**src/design/cfir_pkg.sv**
```systemverilog
package cfir_pkg;

  localparam int unsigned MAX_TAPS    = 64;
  localparam int unsigned SAMPLE_BITS = 16;
  localparam int unsigned OUT_BITS    = 39;
  localparam int unsigned IDX_W       = $clog2(MAX_TAPS);
  localparam int unsigned TC_W        = $clog2(MAX_TAPS + 1);
  localparam int unsigned PROD_W      = 2 * SAMPLE_BITS;
  localparam int unsigned COEF_W      = 2 * SAMPLE_BITS;
  localparam int unsigned CFG_W       = TC_W;
  localparam int unsigned CFG_IDX_W   = 1;

  typedef logic [CFG_IDX_W-1:0] cfg_idx_t;

  // configuration register indexes
  localparam cfg_idx_t CFG_COMPLEX_COEFS = cfg_idx_t'(0);
  localparam cfg_idx_t CFG_TAP_COUNT     = cfg_idx_t'(1);

  // input word kinds
  localparam logic KIND_SAMPLE = 1'b0;
  localparam logic KIND_COEF   = 1'b1;

  localparam logic [TC_W-1:0] TAP_COUNT_RESET = TC_W'(MAX_TAPS);

  typedef struct packed {
    logic clear;
    logic valid;
  } mac_ctrl_t;

  // taps actually in use: zero means one, anything above the maximum clips
  function automatic logic [TC_W-1:0] taps_in_use(input logic [TC_W-1:0] tc);
    logic [TC_W-1:0] n;
    if (tc == '0) begin
      n = TC_W'(1);
    end else if (tc > TC_W'(MAX_TAPS)) begin
      n = TC_W'(MAX_TAPS);
    end else begin
      n = tc;
    end
    return n;
  endfunction

endpackage

```
**src/design/cfir_mac.sv**
```systemverilog
// complex multiply, registered, then accumulate
module cfir_mac (
  input  logic                                    clk_i,
  input  logic                                    rst_ni,
  input  cfir_pkg::mac_ctrl_t                     ctrl_i,
  input  logic signed [cfir_pkg::SAMPLE_BITS-1:0] x_re_i,
  input  logic signed [cfir_pkg::SAMPLE_BITS-1:0] x_im_i,
  input  logic signed [cfir_pkg::SAMPLE_BITS-1:0] c_re_i,
  input  logic signed [cfir_pkg::SAMPLE_BITS-1:0] c_im_i,
  output logic                                    busy_o,
  output logic signed [cfir_pkg::OUT_BITS-1:0]    acc_re_o,
  output logic signed [cfir_pkg::OUT_BITS-1:0]    acc_im_o
);

  logic                                   pv_q;
  logic signed [cfir_pkg::PROD_W-1:0]     prr_q, pii_q, pri_q, pir_q;
  logic signed [cfir_pkg::OUT_BITS-1:0]   acc_re_q, acc_im_q;

  always_ff @(posedge clk_i or negedge rst_ni) begin
    if (!rst_ni) begin
      pv_q <= 1'b0;
    end else begin
      pv_q <= ctrl_i.valid;
    end
  end

  always_ff @(posedge clk_i) begin
    prr_q <= x_re_i * c_re_i;
    pii_q <= x_im_i * c_im_i;
    pri_q <= x_re_i * c_im_i;
    pir_q <= x_im_i * c_re_i;
  end

  always_ff @(posedge clk_i or negedge rst_ni) begin
    if (!rst_ni) begin
      acc_re_q <= '0;
      acc_im_q <= '0;
    end else if (ctrl_i.clear) begin
      acc_re_q <= '0;
      acc_im_q <= '0;
    end else if (pv_q) begin
      acc_re_q <= acc_re_q + cfir_pkg::OUT_BITS'(prr_q) - cfir_pkg::OUT_BITS'(pii_q);
      acc_im_q <= acc_im_q + cfir_pkg::OUT_BITS'(pri_q) + cfir_pkg::OUT_BITS'(pir_q);
    end
  end

  assign busy_o   = pv_q;
  assign acc_re_o = acc_re_q;
  assign acc_im_o = acc_im_q;

endmodule

```
**config.mk**
```make
export PLATFORM = sky130hd
export DESIGN_NAME = cfir_mac
export DESIGN_NICKNAME = d
export VERILOG_FILES = /design/src/design/cfir_pkg.sv /design/src/design/cfir_mac.sv
export SDC_FILE = /design/constraint.sdc
export NUM_CORES = 2
export LEC_CHECK = 0
export BUFFER_PORTS_ARGS = -buffer_cell sky130_fd_sc_hd__clkbuf_2
export CAP_MARGIN = 20
export CORE_ASPECT_RATIO = 1.2
export CORE_MARGIN = 2
export CORE_UTILIZATION = 60
export DETAILED_ROUTE_END_ITERATION = 10
export GPL_TIMING_DRIVEN = 0
export PLACE_DENSITY = 0.76
export SLEW_MARGIN = 20
export SYNTH_ARGS = -nofsm -noshare
export SYNTH_HDL_FRONTEND = slang
export SYNTH_SLANG_ARGS = --single-unit
```
**constraint.sdc**
```tcl
create_clock -name clk_i -period 3.93 [get_ports clk_i]
set_input_delay 0.393 -clock clk_i [delete_from_list [all_inputs] [get_ports clk_i]]
set_output_delay 0.393 -clock clk_i [all_outputs]
set_load 0.02 [all_outputs]
```
After elaboration in Yosys (flattened, before gate mapping)
Cells that the tools add are included.
Storage, ports and cells
  flip-flop bits (word level): 207
  input bits: 68
  word-level logic and storage cells: 20
Operators by class
  $add $sub $neg: 4
  multiply operators: 4
  mux-type cells: 4
  reduce and logical (&&, ||, !) cells: 1
Operator list (number)
  $mux 39: 4
  $mul 16x16->32: 4
  $add 39x32->39: 3
  $sub 39x32->39: 1
  $reduce_bool 2->1: 1

Longest topological paths before layout
  depth in word-level cells: 4
  gate-level depth with buffers: 23
  depth with buffers taken out: 22

Worst setup path before layout
No wires, ideal clock.
  path kind: input to register
  start point: in x_im_i[15] in the netlist's numbering
  end point: reg pir_q[31] in the netlist's numbering
  setup time: 0.114 ns
  data arrival time: 6.201 ns
  slack: -2.385 ns
  cell stages on the path: 22
  path buffers: 2
  cells stage by stage: clkbuf_1 > nand2_1 > inv_1 > fa_1 > fa_1 > fa_1 > fa_1 > fa_1 > inv_1 > fa_1 > inv_1 > ha_1 > clkbuf_1 > a21o_1 > a21o_1 > a21oi_1 > o21bai_1 > a21oi_1 > a21oi_1 > o31ai_1 > mux2i_1 > a2111oi_0
On the way
  word-level cells in the longest chain between the ends: 1
RTL lines
  start, declared: RTL line cfir_mac.sv:7  | input logic signed [cfir_pkg::SAMPLE_BITS-1:0] x_im_i,
  $mul 16x16->32: RTL line cfir_mac.sv:31  | pir_q <= x_im_i * c_re_i;
  end signal, assigned: RTL line cfir_mac.sv:31
  end, declared: RTL line cfir_mac.sv:16  | logic signed [cfir_pkg::PROD_W-1:0] prr_q, pii_q, pri_q, pir_q;
Every way passes these cells.
A chain may end at the register's enable or synchronous reset.

Worst setup path after layout
  start point: in x_im_i[9] in the netlist's numbering
  end point: reg pir_q[31] in the netlist's numbering
The elaborated chain is that of the path after synthesis.

==> metrics.md <==
| Metric | Value |
|---|---|
| Largest delay contributor family on the critical path | `adder cells` |
| Post-layout min period | `6.09 ns` |
| Core Region | `between 80000 and 90000 sq um` |
| DP HPWL | `between 100 and 150 mm` |
| Vias in the first global route | `43500` |
| Final Instance Area | `63300 sq um` |
| Worst r2r path cells | `13` |
| H-tree levels | `1` |
| Hold EP | `pii_q[0]` |
| Die ar. | `slightly below 90000 sq um` |
| Final Net Count | `approximately 7600` |
| Setup Viol. Count Final | `93` |
| Crit path launch type | `primary input` |
| RSZ-0062 raised after global routing | `yes` |
| Share of cells above drive strength 1 | `21.7%` |
| WP data required | `approximately 4.4 ns` |
| Slew Limit Fails | `0` |
| Post-DRT Antenna Nets | `0` |
| Slowest-stage cell, CP | `fa_2` |
| Hold WC Path Type | `in -> reg` |
| Cells after Synth | `5515` |
| Most frequent CP cell | `fa_1` |
| Worst EP arrival | `around 6.6 ns` |
| CTS tree | `done` |
| Violated checks | `setup timing` |
| Std-Cell Rows | `roughly 120` |
| Final hold vios | `0` |
| Average footprint of a synthesized cell | `9.21 sq um` |
| Post-Syn Nets | `7112` |
| Starting Density | `60.7%` |
| Pin count of the biggest net entering global routing | `67` |
| Clk_lat worst skew | `roughly 0.55 ns` |
| Bufs and invs on worst path | `6` |
| Crit. Startpoint | `x_im_i[9]` |
| Final worst slack | `-2.16 ns` |
| I/O Pins | `around 150` |
| Yosys warnings | `0` |
| Ranking of synthesized cells by area | `fa_1 44%, ha_1 10%, inv_1 9.7%` |
| Rel. slew slack | `a little under a quarter` |
| Seq/Total Area, Yosys | `between 8 and 9%` |
| R2R setup slack | `0.12 ns` |
| Yosys cell types | `79` |
| Post-Synthesis Cell Area | `about 51000 sq um` |
| # fillers | `roughly 5500` |
| Crit Path Category | `in -> reg` |
| Initial antenna violation count | `32` |
| Vias per inst | `slightly below 6` |
| Synth Flop Type | `dfxtp_1` |
| Async SR Flop Fraction | `a little under two fifths` |
| # port buffers | `between 100 and 150` |
| Max Fclk | `approximately 0.16 GHz` |
| Cell count of the worst hold path | `2` |
| CP cell instances | `clkbuf_4 -> buf_8 -> and2_1 -> fa_1 -> fa_2 -> fa_1 -> fa_1 -> fa_1 -> inv_1 -> fa_1 -> inv_1 -> ha_1 -> clkbuf_8 -> a21o_1 -> a21o_1 -> a21oi_2 -> o21bai_2 -> a21oi_2 -> a21oi_2 -> o31ai_4 -> mux2i_1 -> a2111oi_4 -> buf_6` |
| Worst Skew | `~0.016 ns` |
| Reg clk slew, reported paths | `around 0.060 ns` |
| First-pass GRT wire length | `approximately 260 mm` |
| Area leader, netlist | `fa_1` |
| Area delta synth->final | `24.6%` |
| GPL Wtd Cong | `between 1 and 1.5` |
| DRT Pass-1 Iters | `6` |
| Post-Route WL | `179 mm` |
| DRC | `0` |
| First-iteration detailed-routing DRC count | `between 4000 and 5000` |
| Status | `complete, but fails checks` |
| Clock buffer depth | `3` |
| Tcrit/Tclk final | `155%` |
| Chip height | `323 um` |
| FF-to-FF End | `acc_re_o[38]` |
| Number of max-cap violations | `0` |
| Reg-to-reg critical path startpoint | `acc_re_o[2]` |
| Min-delay src | `c_im_i[0]` |
| CP Capture Type | `register` |
| Vias | `approximately 42000` |
| Tot GR Track Use | `between 40% and 50%` |
| #FFs+latches synth | `approximately 210` |
| Most frequent cells after synthesis | `1314 x inv_1, 1125 x fa_1, 558 x nand2_1` |
| Die width | `~270 um` |
| Area post-placement | `around 55000 sq um` |
| Slew of the pin with the lowest slew margin | `around 1.2 ns` |
| CTS Sinks | `a little over 200` |
| Synth top area share | `about 44%` |
| Clk Tree Root Cell | `clkbuf_16` |
| Crit path max fanout | `10` |
| Total grt overflow | `0` |
| Num CTS Buffers | `22` |
| Post-synth EDFFs | `0` |
| Count leader, synth | `inv_1` |
| Routed len/inst | `about 25 um` |
| CP max stage delay | `~0.64 ns` |
| Pre-CTS setup slack | `-4.04 ns` |
-- layer usage --
metal,up-vias,track usage (%),routed length (um)
met3,778,8.70,18000
met2,2445,62.5,80500
li1,17400,-,-
met5,-,0,69
met4,12,33.3,19500
met1,21100,48.4,61300
-- worst reg2reg max path: cells and delay by family (launching register included) --
kind	cells	cell delay, ns
DFF	1	0.39
adders and majority gates	2	0.90
and+or+nand+nor	2	0.59
buffers and inverters	2	0.12
muxes	2	0.69
AOI/OAI and AO/OA	5	1.01
-- sequential cells by signal, summed over array words and instances, names as in the netlist --
register / count
prr_q: 32
pri_q: 32
pir_q: 32
acc_im_o: 39
busy_o: 1
acc_re_o: 39
pii_q: 32
-- kinds of logic (layout without fill, tap and decap cells) --
logic type | Yosys count | count (layout) | share of synthesized area (%)
DFF | 207 | 207 | 8.94
muxes | 42 | 42 | 0.843
adders and majority gates | 1529 | 1529 | 54.3
buffers and inverters | 1536 | 1995 | 11.4
xor gates and xnor gates | 199 | 199 | 3.43
other | 0 | 15 | 0
and+or+nand+nor | 1460 | 1460 | 14.1
AOI/OAI and AO/OA | 542 | 542 | 6.99
-- how the worst max path moves through the flow --
stage | endpoint | slack, ns | depth (start not counted)
floorplan | pir_q[31] | -1.93 | 22
global placement | pir_q[31] | -6.12 | 22
detailed placement | pii_q[31] | -4.04 | 21
CTS | pii_q[30] | -2.11 | 23
global route | pii_q[30] | -2.23 | 24
finish | pir_q[31] | -2.16 | 23
-- per-stage QoR --
step	hold WS, ns	TNS (ns)	std cells	util, %
after global routing	0.201	-133.03	7103	75.7
after CTS	0.179	-113.91	6953	72.3
after detailed placement	0.261	-240.26	6783	65.4
after global placement	0.501	-239.23	6781	65.4
final	0.210	-125.15	7110	75.7
after floorplan	0.0974	-99.70	5515	-
-- cell type report --
type | count | area [sq um] | area share [%]
multi-input combinational | 3772 | 44600 | 70.5
timing repair buffer | 420 | 3680 | 5.81
antenna | 15 | 37.5 | 0.0593
inverter | 1315 | 4960 | 7.84
clock inverter | 14 | 96.3 | 0.152
buffer | 220 | 3350 | 5.29
clock buffer | 26 | 629 | 0.995
tap | 1121 | 1400 | 2.22
sequential | 207 | 4540 | 7.18
-- placed cells by master (no fill, tap or decap), types with 21 or more instances in the layout --
master / synthesis / layout
o21ai_2: 0 / 27
buf_6: 0 / 77
fa_2: 0 / 63
nand2_1: 558 / 529
and2_1: 503 / 436
fa_1: 1125 / 1062
buf_12: 0 / 21
clkbuf_1: 210 / 24
clkbuf_8: 0 / 53
a211oi_1: 32 / 21
and2_4: 0 / 67
nor2_2: 0 / 24
inv_2: 0 / 67
clkbuf_4: 0 / 23
nand3_1: 37 / 28
buf_8: 0 / 43
clkbuf_2: 1 / 99
ha_1: 404 / 321
xor2_1: 46 / 29
a21oi_4: 0 / 25
dfrtp_1: 79 / 77
a21oi_2: 2 / 46
mux2i_1: 39 / 39
nor3_1: 36 / 24
inv_1: 1314 / 1243
a21o_1: 58 / 58
xnor2_4: 0 / 29
buf_4: 1 / 206
nor2_1: 207 / 170
xnor2_1: 153 / 101
ha_4: 0 / 63
dfxtp_1: 128 / 128
nand2b_1: 32 / 30
a21oi_1: 167 / 98
xnor2_2: 0 / 23
o21ai_0: 96 / 49
clkbuf_16: 0 / 103
-- repair_timing --
item,4_1_cts,5_1_grt
setup buffers,129,146
cloned,2,5
hold endpoints to repair,23,0
pin swaps,163,293
hold buffers,2,0
setup endpoints to repair,105,112
gates resized for setup,732,516
Power is not shown: default switching activity piles up to over one toggle a cycle in this logic, so the estimate is an artifact.
