--- config.mk ---
export PLATFORM = sky130hd
export DESIGN_NAME = cfir_cell
export DESIGN_NICKNAME = d
export VERILOG_FILES = /design/src/design/cfir_pkg.sv /design/src/design/cfir_cell.sv
export SDC_FILE = /design/constraint.sdc
export NUM_CORES = 1
export LEC_CHECK = 0
export BUFFER_PORTS_ARGS = -buffer_cell sky130_fd_sc_hd__buf_2
export CORE_ASPECT_RATIO = 0.8
export CORE_UTILIZATION = 37
export DETAILED_ROUTE_END_ITERATION = 6
export PLACE_DENSITY = 0.85
export SYNTH_ARGS = -nofsm -noshare
export SYNTH_HDL_FRONTEND = slang
export SYNTH_SLANG_ARGS = --single-unit
export TNS_END_PERCENT = 20
--- constraint.sdc ---
create_clock -name clk_i -period 0.9 [get_ports clk_i]
set_clock_uncertainty 0.2 [all_clocks]
set_input_delay 0.18 -clock clk_i [delete_from_list [all_inputs] [get_ports clk_i]]
set_output_delay 0.18 -clock clk_i [all_outputs]
set_load 0.01 [all_outputs]
--- src/design/cfir_pkg.sv ---
package cfir_pkg;

  localparam int unsigned MAX_TAPS    = 64;
  localparam int unsigned SAMPLE_BITS = 16;
  localparam int unsigned OUT_BITS    = 39;
  localparam int unsigned IDX_W       = $clog2(MAX_TAPS);
  localparam int unsigned TC_W        = $clog2(MAX_TAPS + 1);
  localparam int unsigned PROD_W      = 2 * SAMPLE_BITS;
  localparam int unsigned COEF_W      = 2 * SAMPLE_BITS;
  localparam int unsigned CFG_W       = TC_W;
  localparam int unsigned CFG_IDX_W   = 1;

  typedef logic [CFG_IDX_W-1:0] cfg_idx_t;

  // configuration register indexes
  localparam cfg_idx_t CFG_COMPLEX_COEFS = cfg_idx_t'(0);
  localparam cfg_idx_t CFG_TAP_COUNT     = cfg_idx_t'(1);

  // input word kinds
  localparam logic KIND_SAMPLE = 1'b0;
  localparam logic KIND_COEF   = 1'b1;

  localparam logic [TC_W-1:0] TAP_COUNT_RESET = TC_W'(MAX_TAPS);

  typedef struct packed {
    logic clear;
    logic valid;
  } mac_ctrl_t;

  // taps actually in use: zero means one, anything above the maximum clips
  function automatic logic [TC_W-1:0] taps_in_use(input logic [TC_W-1:0] tc);
    logic [TC_W-1:0] n;
    if (tc == '0) begin
      n = TC_W'(1);
    end else if (tc > TC_W'(MAX_TAPS)) begin
      n = TC_W'(MAX_TAPS);
    end else begin
      n = tc;
    end
    return n;
  endfunction

endpackage

--- src/design/cfir_cell.sv ---
// one delay line entry, loaded from the input or from its neighbor in the ring
module cfir_cell (
  input  logic                                    clk_i,
  input  logic                                    rst_ni,
  input  logic                                    load_i,
  input  logic signed [cfir_pkg::SAMPLE_BITS-1:0] load_re_i,
  input  logic signed [cfir_pkg::SAMPLE_BITS-1:0] load_im_i,
  input  logic                                    shift_i,
  input  logic signed [cfir_pkg::SAMPLE_BITS-1:0] nb_re_i,
  input  logic signed [cfir_pkg::SAMPLE_BITS-1:0] nb_im_i,
  output logic signed [cfir_pkg::SAMPLE_BITS-1:0] re_o,
  output logic signed [cfir_pkg::SAMPLE_BITS-1:0] im_o
);

  logic signed [cfir_pkg::SAMPLE_BITS-1:0] re_q, im_q;

  always_ff @(posedge clk_i or negedge rst_ni) begin
    if (!rst_ni) begin
      re_q <= '0;
      im_q <= '0;
    end else if (load_i) begin
      re_q <= load_re_i;
      im_q <= load_im_i;
    end else if (shift_i) begin
      re_q <= nb_re_i;
      im_q <= nb_im_i;
    end
  end

  assign re_o = re_q;
  assign im_o = im_q;

endmodule

Word level (Yosys, flattened, before mapping)
Cells that the tools add are included.
{ "op_classes": {"n_addsub": 0, "eq_ne": 0, "div": 0, "multipliers": 0, "muxes": 4, "reduce_logical": 1, "shift": 0, "n_bitwise": 0, "n_lt_le_gt_ge": 0} }
{ "ops": {"columns": ["op", "count"], "rows": [
  ["two-way mux 16 bit", 4],
  ["nonzero test 2 bit", 1]
]} }
{ "word_totals": {"mem_bits_rw": 0, "latchBits": 0, "input_bits": 68, "memories": 0, "elab_cells": 7, "romBits": 0, "register_bits": 32} }

Logic depth before layout (Yosys ltp)
Gate-level depths: netlist (run 1).
{ "logic_depth": {"word_depth": 2, "mapped_depth": 4} }

Least setup slack after synthesis (run 1)
Ideal clock, no wire load.
{ "synth_timing": {"kind": "input to register", "from": "input shift_i", "to": "register re_q (netlist bit re_o[14])", "path_buffers": 2, "path_slack_ns": -0.113, "cell_stages": 4, "t_required_ns": 0.580, "setup_ns": 0.120, "arrival_time_ns": 0.693, "path_cell_list": "buf_6 -> buf_12 -> mux2i_1 -> o21ai_2"} }
{ "synth_via": {"elab_chain_len": 1} }
{ "synth_lines": {"columns": ["item", "line_no", "text"], "rows": [
  ["start, declared", "cfir_cell.sv:8", "input logic shift_i,"],
  ["nonzero test 2 bit (no line)", null, null],
  ["end signal, assigned", "cfir_cell.sv:22", "re_q <= load_re_i;"],
  ["end signal, assigned", "cfir_cell.sv:25", "re_q <= nb_re_i;"],
  ["end, declared", "cfir_cell.sv:15", "logic signed [cfir_pkg::SAMPLE_BITS-1:0] re_q, im_q;"]
]} }
No other way between the ends.
A chain may end at the register's enable or synchronous reset.

Worst setup path after layout (run 1)
{ "layout_timing": {"from": "register im_q (netlist bit im_o[9])", "to": "output im_o[9] (netlist name)"} }
{ "layout_lines": {"columns": ["item", "line_no", "text"], "rows": [
  ["start, declared", "cfir_cell.sv:15", null],
  ["start signal, assigned", "cfir_cell.sv:23", "im_q <= load_im_i;"],
  ["start signal, assigned", "cfir_cell.sv:26", "im_q <= nb_im_i;"],
  ["end, declared", "cfir_cell.sv:12", "output logic signed [cfir_pkg::SAMPLE_BITS-1:0] im_o"]
]} }
No word-level cell between the ends.

==> run summary, run 1 <==
* **result of the run** complete, but fails checks
* **violated checks** hold timing, setup timing
* **post-synthesis cell type with the largest combined area** sky130_fd_sc_hd__dfrtp_1
* **ordered cell list for the critical path** buf_2
* **mean instance size in the synthesized netlist** 10.9 sq um
* **fin crit period** 1170 ps
* **number of violations of the max-capacitance limit** 0
* **number of flops mapped to enable cells by yosys** 0
* **core occupancy in the finished layout** 57.0%
* **number of I/O port buffers** 99
* **number of standard cells after synthesis** 139
* **DRC Markers** 0
* **HPWL reported at the end of detailed placement** 2530 um
* **insertion delay to the later sink of the worst-skew pair** 270 ps
* **Critical-path top delay cell** sky130_fd_sc_hd__dfrtp_1
* **DRT Wirelength** 3320 um
* **synth top area cells** sky130_fd_sc_hd__dfrtp_1, sky130_fd_sc_hd__mux2i_1, sky130_fd_sc_hd__o21ai_1, sky130_fd_sc_hd__nand2_1, sky130_fd_sc_hd__buf_12
* **type of the worst setup path** register to output port
* **Placer Congestion** 0.648
* **total chip power** 3.32 mW
* **wire length of the first global-routing pass** 5330 um
* **maximum vdd ir drop** 684 uV
* **number of global-route vias before repair** 1267
* **die width** 73.5 um
* **Wirelength per Cell** 11.1 um
* **residual overflow from global routing** 0
* **final worst setup slack** -273 ps
* **leading register cell type out of synthesis** sky130_fd_sc_hd__dfrtp_1
* **critical path startpoint category** register
* **layout cell share with drive strength beyond 1** 47.3%
* **antenna violations before repair** 0
* **final number of hold-violating endpoints** 32
* **share of the cycle needed by the critical path after routing** 130%
* **largest net degree at the start of global routing** 35
* **total nets after synthesis** 207
* **overall via count from detail_route** 1355
* **final number of max-transition violations** 0
* **measured slew at the worst slew-check pin** 181 ps
* **largest fanout on the critical path** 2
* **via-per-instance ratio** 4.55
* **leakage power of the design** 1.20 nW
* **layout net count** 313
* **data arrival time of the critical path** 790 ps
* **worst hold slack across all endpoints** -85.1 ps
* **post-synthesis cell type count** 11
* **total power divided by cell area** 1510 nW/um^2
* **share of the synthesized area in the top cell type** 52.9%
* **number of buffers between clock root and the deepest sink** 2
* **flip-flop and latch count after synthesis** 32
* **worst hold path type** input pin to register
* **top-level I/O count** 100
* **cell chosen for the clock root** sky130_fd_sc_hd__clkbuf_8
* **Die Area** 4350 sq um
* **final antenna-violating net count** 0
* **number of hold buffers added after cts** 1
* **clock slew seen by the registers of the worst setup and hold paths** 60 ps
* **sequential share of the synthesized area** 52.9%
* **highest clock rate** 0.853 GHz
* **area of the core** 3850 sq um
* **height of the die** 59.2 um
* **number of buffers inserted during clock tree synthesis** 5
* **Initial Utilization** 39.3%
* **P&R area growth vs syn** 45.3%
* **warning count from the yosys run** 0
* **Critical path buffers and inverters** 1
* **kind of cell adding the most delay to the critical path** flip-flops
* **H-tree level count** 2
* **global routing usage summed across all routing layers** 16.4%
* **initial detailed-routing violation count** 35
* **Core Rows** 20
* **share of flip-flops with an asynchronous set or reset after synthesis** 100%
* **setup repair after global routing missed its margin** true
* **area of the mapped netlist** 1510 sq um
* **stage delay of the slowest cell on the critical path** 380 ps
* **pre-CTS WS** -278 ps
* **setup violation total in the final timing report** 44
* **total clock sinks** 32
* **top cells by instance count after synthesis** sky130_fd_sc_hd__dfrtp_1, sky130_fd_sc_hd__mux2i_1, sky130_fd_sc_hd__nand2_1
* **ant diodes** 0
* **first-pass iteration count of the detailed router** 4
* **TritonCTS clock tree** done
* **number of fill cells in the layout** 355
* **endpoint kind of the worst setup timing path** output port
* **required time of the critical path** 520 ps
* **normalized max-slew margin** 87.6%
[state kept, by name, summed over array words and instances (netlist names)]
| signal | count |
|---|---|
| im_o | 16 |
| re_o | 16 |
[stage by stage]
stage	instance area, sq um	setup TNS [ps]	std cells
finish	2200	-8920	298
global route	2200	-11490	298
CTS	2160	-9100	295
detailed placement	2080	-7210	288
global placement	2080	-6000	288
floorplan	1520	-1940	139
[final cells by class]
class / instances / area, sq um / share of cell area [%]
multi-input combinational: 96 / 604 / 27.5
timing repair buffer: 110 / 656 / 29.8
sequential: 32 / 801 / 36.4
clock buffer: 5 / 68.8 / 3.13
tap: 55 / 68.8 / 3.13
[cell usage in the layout, fill, tap and decap left out]
cell                            synthesis  layout
sky130_fd_sc_hd__buf_12                 3       5
sky130_fd_sc_hd__buf_2                  5      97
sky130_fd_sc_hd__buf_4                  1       5
sky130_fd_sc_hd__buf_6                  1       2
sky130_fd_sc_hd__clkbuf_8               0       5
sky130_fd_sc_hd__dfrtp_1               32      32
sky130_fd_sc_hd__dlygate4sd3_1          0       1
sky130_fd_sc_hd__mux2i_1               32      32
sky130_fd_sc_hd__nand2_1               32      32
sky130_fd_sc_hd__o21ai_1               29      31
sky130_fd_sc_hd__o21ai_2                1       1
[where the power goes]
group / switching (mW) / leakage (nW) / internal (mW) / total (mW)
clock: 0.430 / 0.0359 / 0.496 / 0.926
sequential: 0.0671 / 0.386 / 1.57 / 1.64
combinational: 0.353 / 0.780 / 0.396 / 0.749
[cell families (layout without fill, tap and decap cells)]
| group | Yosys count | after routing | synth area share (%) |
|---|---|---|---|
| AO/OA/AOI/OAI | 32 | 32 | 10.8 |
| buffers and inverters | 11 | 115 | 7.11 |
| flip-flops | 32 | 32 | 52.9 |
| multiplexers | 32 | 32 | 21.2 |
| AND/OR/NAND/NOR | 32 | 32 | 7.94 |
[worst min-delay path: stages]
cell and delay (ps):
sky130_fd_sc_hd__buf_2 70, sky130_fd_sc_hd__nand2_1 50, sky130_fd_sc_hd__o21ai_2 50
[metal layers]
layer	part of all wire (%)	vias up	GRT usage (%)	wire length [um]
met5	0	-	0	0
met4	1.1	0	6.59	35
met3	8.5	5	5.78	283
met2	47	56	27.3	1550
met1	44	612	19.4	1450
li1	-	682	-	-
[worst paths after layout]
check | from | to | slack (ps) | cells past startpoint
min in group asynchronous | rst_ni | re_o[11] | 200 | 3
setup / recovery | im_o[9] | im_o[9] | -270 | 1
setup reg to reg | re_o[15] | re_o[15] | -140 | 3
hold reg to reg | im_o[2] | im_o[2] | 340 | 2
hold / removal | load_re_i[14] | re_o[14] | -90 | 3
max in group asynchronous | rst_ni | im_o[11] | 140 | 3
[timing repair]
action                                 4_1_cts  5_1_grt
pin swaps                                    0        1
buffers inserted                             1        3
endpoints found under the hold margin       64       32
setup endpoints to repair                   44       64
resized for setup                            0        4
Power figures use the tool's default switching activity.
==> inputs of run 2 (changes only) <==
--- a/constraint.sdc
+++ b/constraint.sdc
@@ -3,3 +3,3 @@
 set_input_delay 0.18 -clock clk_i [delete_from_list [all_inputs] [get_ports clk_i]]
 set_output_delay 0.18 -clock clk_i [all_outputs]
-set_load 0.01 [all_outputs]
+set_load 0.005 [all_outputs]
==> run summary, run 2 (synthesized netlist as in run 1, its figures left out) <==
* **Core Rows** 20
* **kind of cell adding the most delay to the critical path** flip-flops
* **highest clock rate** 0.862 GHz
* **cell chosen for the clock root** sky130_fd_sc_hd__clkbuf_8
* **via-per-instance ratio** 4.53
* **required time of the critical path** 520 ps
* **type of the worst setup path** register to output port
* **total clock sinks** 32
* **number of buffers inserted during clock tree synthesis** 5
* **global routing usage summed across all routing layers** 16.4%
* **Placer Congestion** 0.648
* **most frequent cells in the layout** sky130_fd_sc_hd__buf_2, sky130_fd_sc_hd__mux2i_1, sky130_fd_sc_hd__nand2_1, sky130_fd_sc_hd__dfrtp_1, sky130_fd_sc_hd__o21ai_1
* **post-route cell area** 2190 sq um
* **HPWL reported at the end of detailed placement** 2530 um
* **total chip power** 3.25 mW
* **final number of hold-violating endpoints** 32
* **insertion delay to the later sink of the worst-skew pair** 270 ps
* **DRT Wirelength** 3280 um
* **P_int** 2.45 mW
* **placed standard-cell area** 2080 sq um
* **filler-free cell count of the finished design** 298
* **violated checks** hold timing, setup timing
* **DRC Markers** 0
* **combinational cell fraction of total power** 21.1%
* **worst hold path type** input pin to register
* **sw power** 0.796 mW
* **Seq pwr share** 50.4%
* **largest net degree at the start of global routing** 35
* **final number of max-transition violations** 0
* **residual overflow from global routing** 0
* **initial detailed-routing violation count** 41
* **final worst setup slack** -260 ps
* **number of buffers between clock root and the deepest sink** 2
* **number of hold buffers added after cts** 1
* **wire length of the first global-routing pass** 5330 um
* **most frequent standard cell in the layout excluding fill and tap cells** sky130_fd_sc_hd__buf_2
* **maximum vdd ir drop** 675 uV
* **layout cell share with drive strength beyond 1** 47.3%
* **overall via count from detail_route** 1351
* **number of fill cells in the layout** 359
* **data arrival time of the critical path** 780 ps
* **result of the run** complete, but fails checks
* **clock share of power** 28.5%
* **Cell Count Post-Placement** 288
* **stage delay of the slowest cell on the critical path** 380 ps
* **normalized max-slew margin** 87.6%
* **Critical-path top delay cell** sky130_fd_sc_hd__dfrtp_1
* **Wirelength per Cell** 11.0 um
* **Sw Share** 24.5%
* **setup violation total in the final timing report** 42
* **top-level I/O count** 100
* **measured slew at the worst slew-check pin** 181 ps
* **P&R area growth vs syn** 44.5%
* **layout net count** 313
* **Critical path buffers and inverters** 1
* **first-pass iteration count of the detailed router** 4
* **setup repair after global routing missed its margin** true
* **die width** 73.5 um
* **Initial Utilization** 39.3%
* **antenna violations before repair** 0
* **share of the cycle needed by the critical path after routing** 129%
* **leakage power of the design** 1.20 nW
* **total power divided by cell area** 1490 nW/um^2
* **final antenna-violating net count** 0
* **height of the die** 59.2 um
* **endpoint kind of the worst setup timing path** output port
* **clock slew seen by the registers of the worst setup and hold paths** 60 ps
* **critical path startpoint category** register
* **ordered cell list for the critical path** buf_2
* **number of violations of the max-capacitance limit** 0
* **fin crit period** 1160 ps
* **ant diodes** 0
* **largest fanout on the critical path** 2
* **worst hold slack across all endpoints** -85.2 ps
* **TritonCTS clock tree** done
* **number of I/O port buffers** 99
* **number of global-route vias before repair** 1267
* **Die Area** 4350 sq um
* **area of the core** 3850 sq um
* **H-tree level count** 2
* **post-route setup TNS** -8510 ps
-- run 2: cell count changes in the layout (fill, tap and decap cells not counted) --
cell | previous run | this run
sky130_fd_sc_hd__buf_2 | 97 | 99
sky130_fd_sc_hd__buf_6 | 2 | 0
-- run 2: path summary, 6_finish.rpt --
path / to / from / depth (start not counted) / slack, ps
setup / recovery: im_o[9] / im_o[9] / 1 / -260
hold / removal: re_o[14] / load_re_i[14] / 3 / -90
setup reg to reg: re_o[15] / re_o[15] / 3 / -140
hold reg to reg: im_o[2] / im_o[2] / 2 / 340
max in group asynchronous: im_o[11] / rst_ni / 3 / 140
min in group asynchronous: re_o[11] / rst_ni / 3 / 200
-- run 2: cell type report --
class | count | area (sq um) | area share, %
Timing Repair Buffer | 110 | 643 | 29.4
Clock buffer | 5 | 68.8 | 3.15
Multi-Input combinational cell | 96 | 604 | 27.6
Sequential cell | 32 | 801 | 36.6
Tap cell | 55 | 68.8 | 3.15
-- run 2: power groups by stage --
stage	clock, mW	sequential, mW	combinational (mW)
6_report	0.926	1.64	0.684
3_5_place_dp	0	1.66	0.669
2_1_floorplan	0	1.68	0.302
4_1_cts	0.971	1.64	0.676
5_1_grt	1.03	1.65	0.772
3_3_place_gp	0	1.66	0.646
-- run 2: stage by stage --
stage               setup slack [ps]  utilization (%)
finish                          -260             56.7
global route                    -308             56.7
CTS                             -282             56.1
detailed placement              -278             53.9
global placement                -223             53.9
floorplan                      -86.7                -
-- run 2: per-layer routing --
metal	part of all wire, %	track usage (%)	vias up
met5	0	0	-
met1	45	19.4	608
met4	1.1	6.59	0
met3	8.6	5.78	5
met2	46	27.3	56
li1	-	-	682
-- run 2: what timing repair did --
| item | 4_1_cts | 5_1_grt |
|---|---|---|
| endpoints found under the hold margin | 64 | 32 |
| cloned | 0 | 0 |
| pin swaps | 0 | 1 |
| setup buffers | 1 | 3 |
| resized for setup | 0 | 2 |
| setup endpoints to repair | 44 | 64 |
==> inputs of run 3 (changes only) <==
CELL_PAD_IN_SITES_DETAIL_PLACEMENT = 1   (was default)
CELL_PAD_IN_SITES_GLOBAL_PLACEMENT = 1   (was default)
CORE_UTILIZATION = 27   (was 37)
HOLD_SLACK_MARGIN = 0.02   (was default)
PLACE_DENSITY = 0.81   (was 0.85)
==> run summary, run 3 (synthesized netlist as in run 1, its figures left out) <==
* **result of the run** complete, but fails checks
* **violated checks** hold timing, setup timing
* **fin crit period** 1180 ps
* **P_int** 2.77 mW
* **layout cell share with drive strength beyond 1** 47.1%
* **overall via count from detail_route** 1382
* **clock share of power** 36.6%
* **data arrival time of the critical path** 800 ps
* **Seq pwr share** 44.7%
* **Wirelength per Cell** 13.1 um
* **critical path startpoint category** register
* **worst hold slack across all endpoints** -90.4 ps
* **endpoint kind of the worst setup timing path** output port
* **total clock sinks** 32
* **cell chosen for the clock root** sky130_fd_sc_hd__clkbuf_8
* **layout net count** 311
* **required time of the critical path** 520 ps
* **final number of max-transition violations** 0
* **DRC Markers** 0
* **maximum vdd ir drop** 549 uV
* **Core Rows** 23
* **first-pass iteration count of the detailed router** 4
* **largest fanout on the critical path** 2
* **H-tree level count** 2
* **most frequent standard cell in the layout excluding fill and tap cells** sky130_fd_sc_hd__buf_2
* **kind of cell adding the most delay to the critical path** flip-flops
* **Placer Congestion** 0.697
* **Initial Utilization** 29.0%
* **final worst setup slack** -279 ps
* **largest net degree at the start of global routing** 36
* **height of the die** 69.0 um
* **die width** 85.7 um
* **number of hold buffers added after cts** 1
* **initial detailed-routing violation count** 28
* **normalized max-slew margin** 88.2%
* **final antenna-violating net count** 0
* **number of buffers inserted during clock tree synthesis** 5
* **number of violations of the max-capacitance limit** 0
* **global routing usage summed across all routing layers** 14.6%
* **Critical path buffers and inverters** 1
* **Worst Hold Path EP** re_o[14]
* **share of the cycle needed by the critical path after routing** 131%
* **residual overflow from global routing** 0
* **setup repair after global routing missed its margin** true
* **antenna violations before repair** 0
* **setup violation total in the final timing report** 47
* **worst flop-to-flop path startpoint** im_o[12]
* **combinational cell fraction of total power** 18.7%
* **total chip power** 3.67 mW
* **final number of hold-violating endpoints** 32
* **worst hold path type** input pin to register
* **insertion delay to the later sink of the worst-skew pair** 280 ps
* **P&R area growth vs syn** 47.7%
* **worst-case reg-to-reg path depth** 3
* **clock slew seen by the registers of the worst setup and hold paths** 70 ps
* **measured slew at the worst slew-check pin** 172 ps
* **number of cells on the worst hold path** 3
* **via-per-instance ratio** 4.33
* **top-level I/O count** 100
* **total power divided by cell area** 1640 nW/um^2
* **stage delay of the slowest cell on the critical path** 390 ps
* **post-route setup TNS** -8860 ps
* **number of buffers between clock root and the deepest sink** 2
* **type of the worst setup path** register to output port
* **Die Area** 5910 sq um
* **FF-to-FF setup slack** -130 ps
* **most frequent cells in the layout** sky130_fd_sc_hd__buf_2, sky130_fd_sc_hd__mux2i_1, sky130_fd_sc_hd__nand2_1, sky130_fd_sc_hd__dfrtp_1, sky130_fd_sc_hd__o21ai_1
* **wire length of the first global-routing pass** 6500 um
* **TritonCTS clock tree** done
* **number of global-route vias before repair** 1398
* **ordered cell list for the critical path** buf_2
* **HPWL reported at the end of detailed placement** 3120 um
* **Sw Share** 24.6%
* **DRT Wirelength** 4190 um
* **number of I/O port buffers** 99
* **ant diodes** 0
* **area of the core** 5210 sq um
* **Critical-path top delay cell** sky130_fd_sc_hd__dfrtp_1
* **sw power** 0.901 mW
* **Worst R2R End** im_o[12]
* **leakage power of the design** 1.21 nW
* **highest clock rate** 0.848 GHz
* **hold_sp** load_re_i[14]
run 3: final cells by class:
cell class	count	area (sq um)
Fill cell	637	2970
Sequential cell	32	801
Timing Repair Buffer	108	628
Multi-Input combinational cell	96	604
Tap cell	75	93.8
Clock buffer	6	72.6
Clock inverter	2	35.0
run 3: what timing repair did:
| action | 4_1_cts | 5_1_grt |
|---|---|---|
| pin swaps | 0 | 1 |
| gates resized for setup | 1 | 1 |
| setup endpoints to repair | 53 | 64 |
| setup buffers | 1 | 2 |
| hold endpoints to repair | 64 | 32 |
run 3: worst max-delay path by stage:
stage / start / to / slack, ps / cells after the start
2_1_floorplan: shift_i / re_o[14] / -90 / 4
3_3_place_gp: shift_i / re_o[14] / -210 / 4
3_5_place_dp: shift_i / re_o[8] / -250 / 4
4_1_cts: im_o[7] / im_o[7] / -290 / 1
5_1_grt: im_o[7] / im_o[7] / -330 / 1
6_report: im_o[11] / im_o[11] / -280 / 1
run 3: power groups by stage:
stage,registers [mW],clock network [mW],logic [mW]
6_report,1.64,1.34,0.687
5_1_grt,1.66,1.47,0.768
2_1_floorplan,1.68,0,0.302
3_5_place_dp,1.67,0,0.681
3_3_place_gp,1.66,0,0.657
4_1_cts,1.64,1.39,0.690
run 3: layer usage:
metal  global-route usage, %  vias to the layer above  share of wire [%]
li1                        -                      680                  -
met1                    16.9                      637                 42
met2                    26.1                       61                 50
met3                    4.52                        4                7.7
met4                    5.00                        0               0.74
met5                       0                        -                  0
run 3: tightest hold or removal path, cell delays in order:
cell                      delay (ps)
sky130_fd_sc_hd__buf_2            80
sky130_fd_sc_hd__nand2_1          50
sky130_fd_sc_hd__o21ai_2          50
run 3: stage by stage:
| step | worst slack (ps) | instances | hold WS, ps | cell area, sq um | util [%] |
|---|---|---|---|---|---|
| 2_1_floorplan | -86.7 | 139 | -316 | 1520 | - |
| 3_3_place_gp | -209 | 307 | -50.7 | 2090 | 40.2 |
| 3_5_place_dp | -252 | 307 | -39.5 | 2090 | 40.2 |
| 4_1_cts | -294 | 317 | -95.2 | 2220 | 42.6 |
| 5_1_grt | -325 | 319 | -98.5 | 2230 | 42.9 |
| 6_report | -279 | 319 | -90.4 | 2230 | 42.9 |
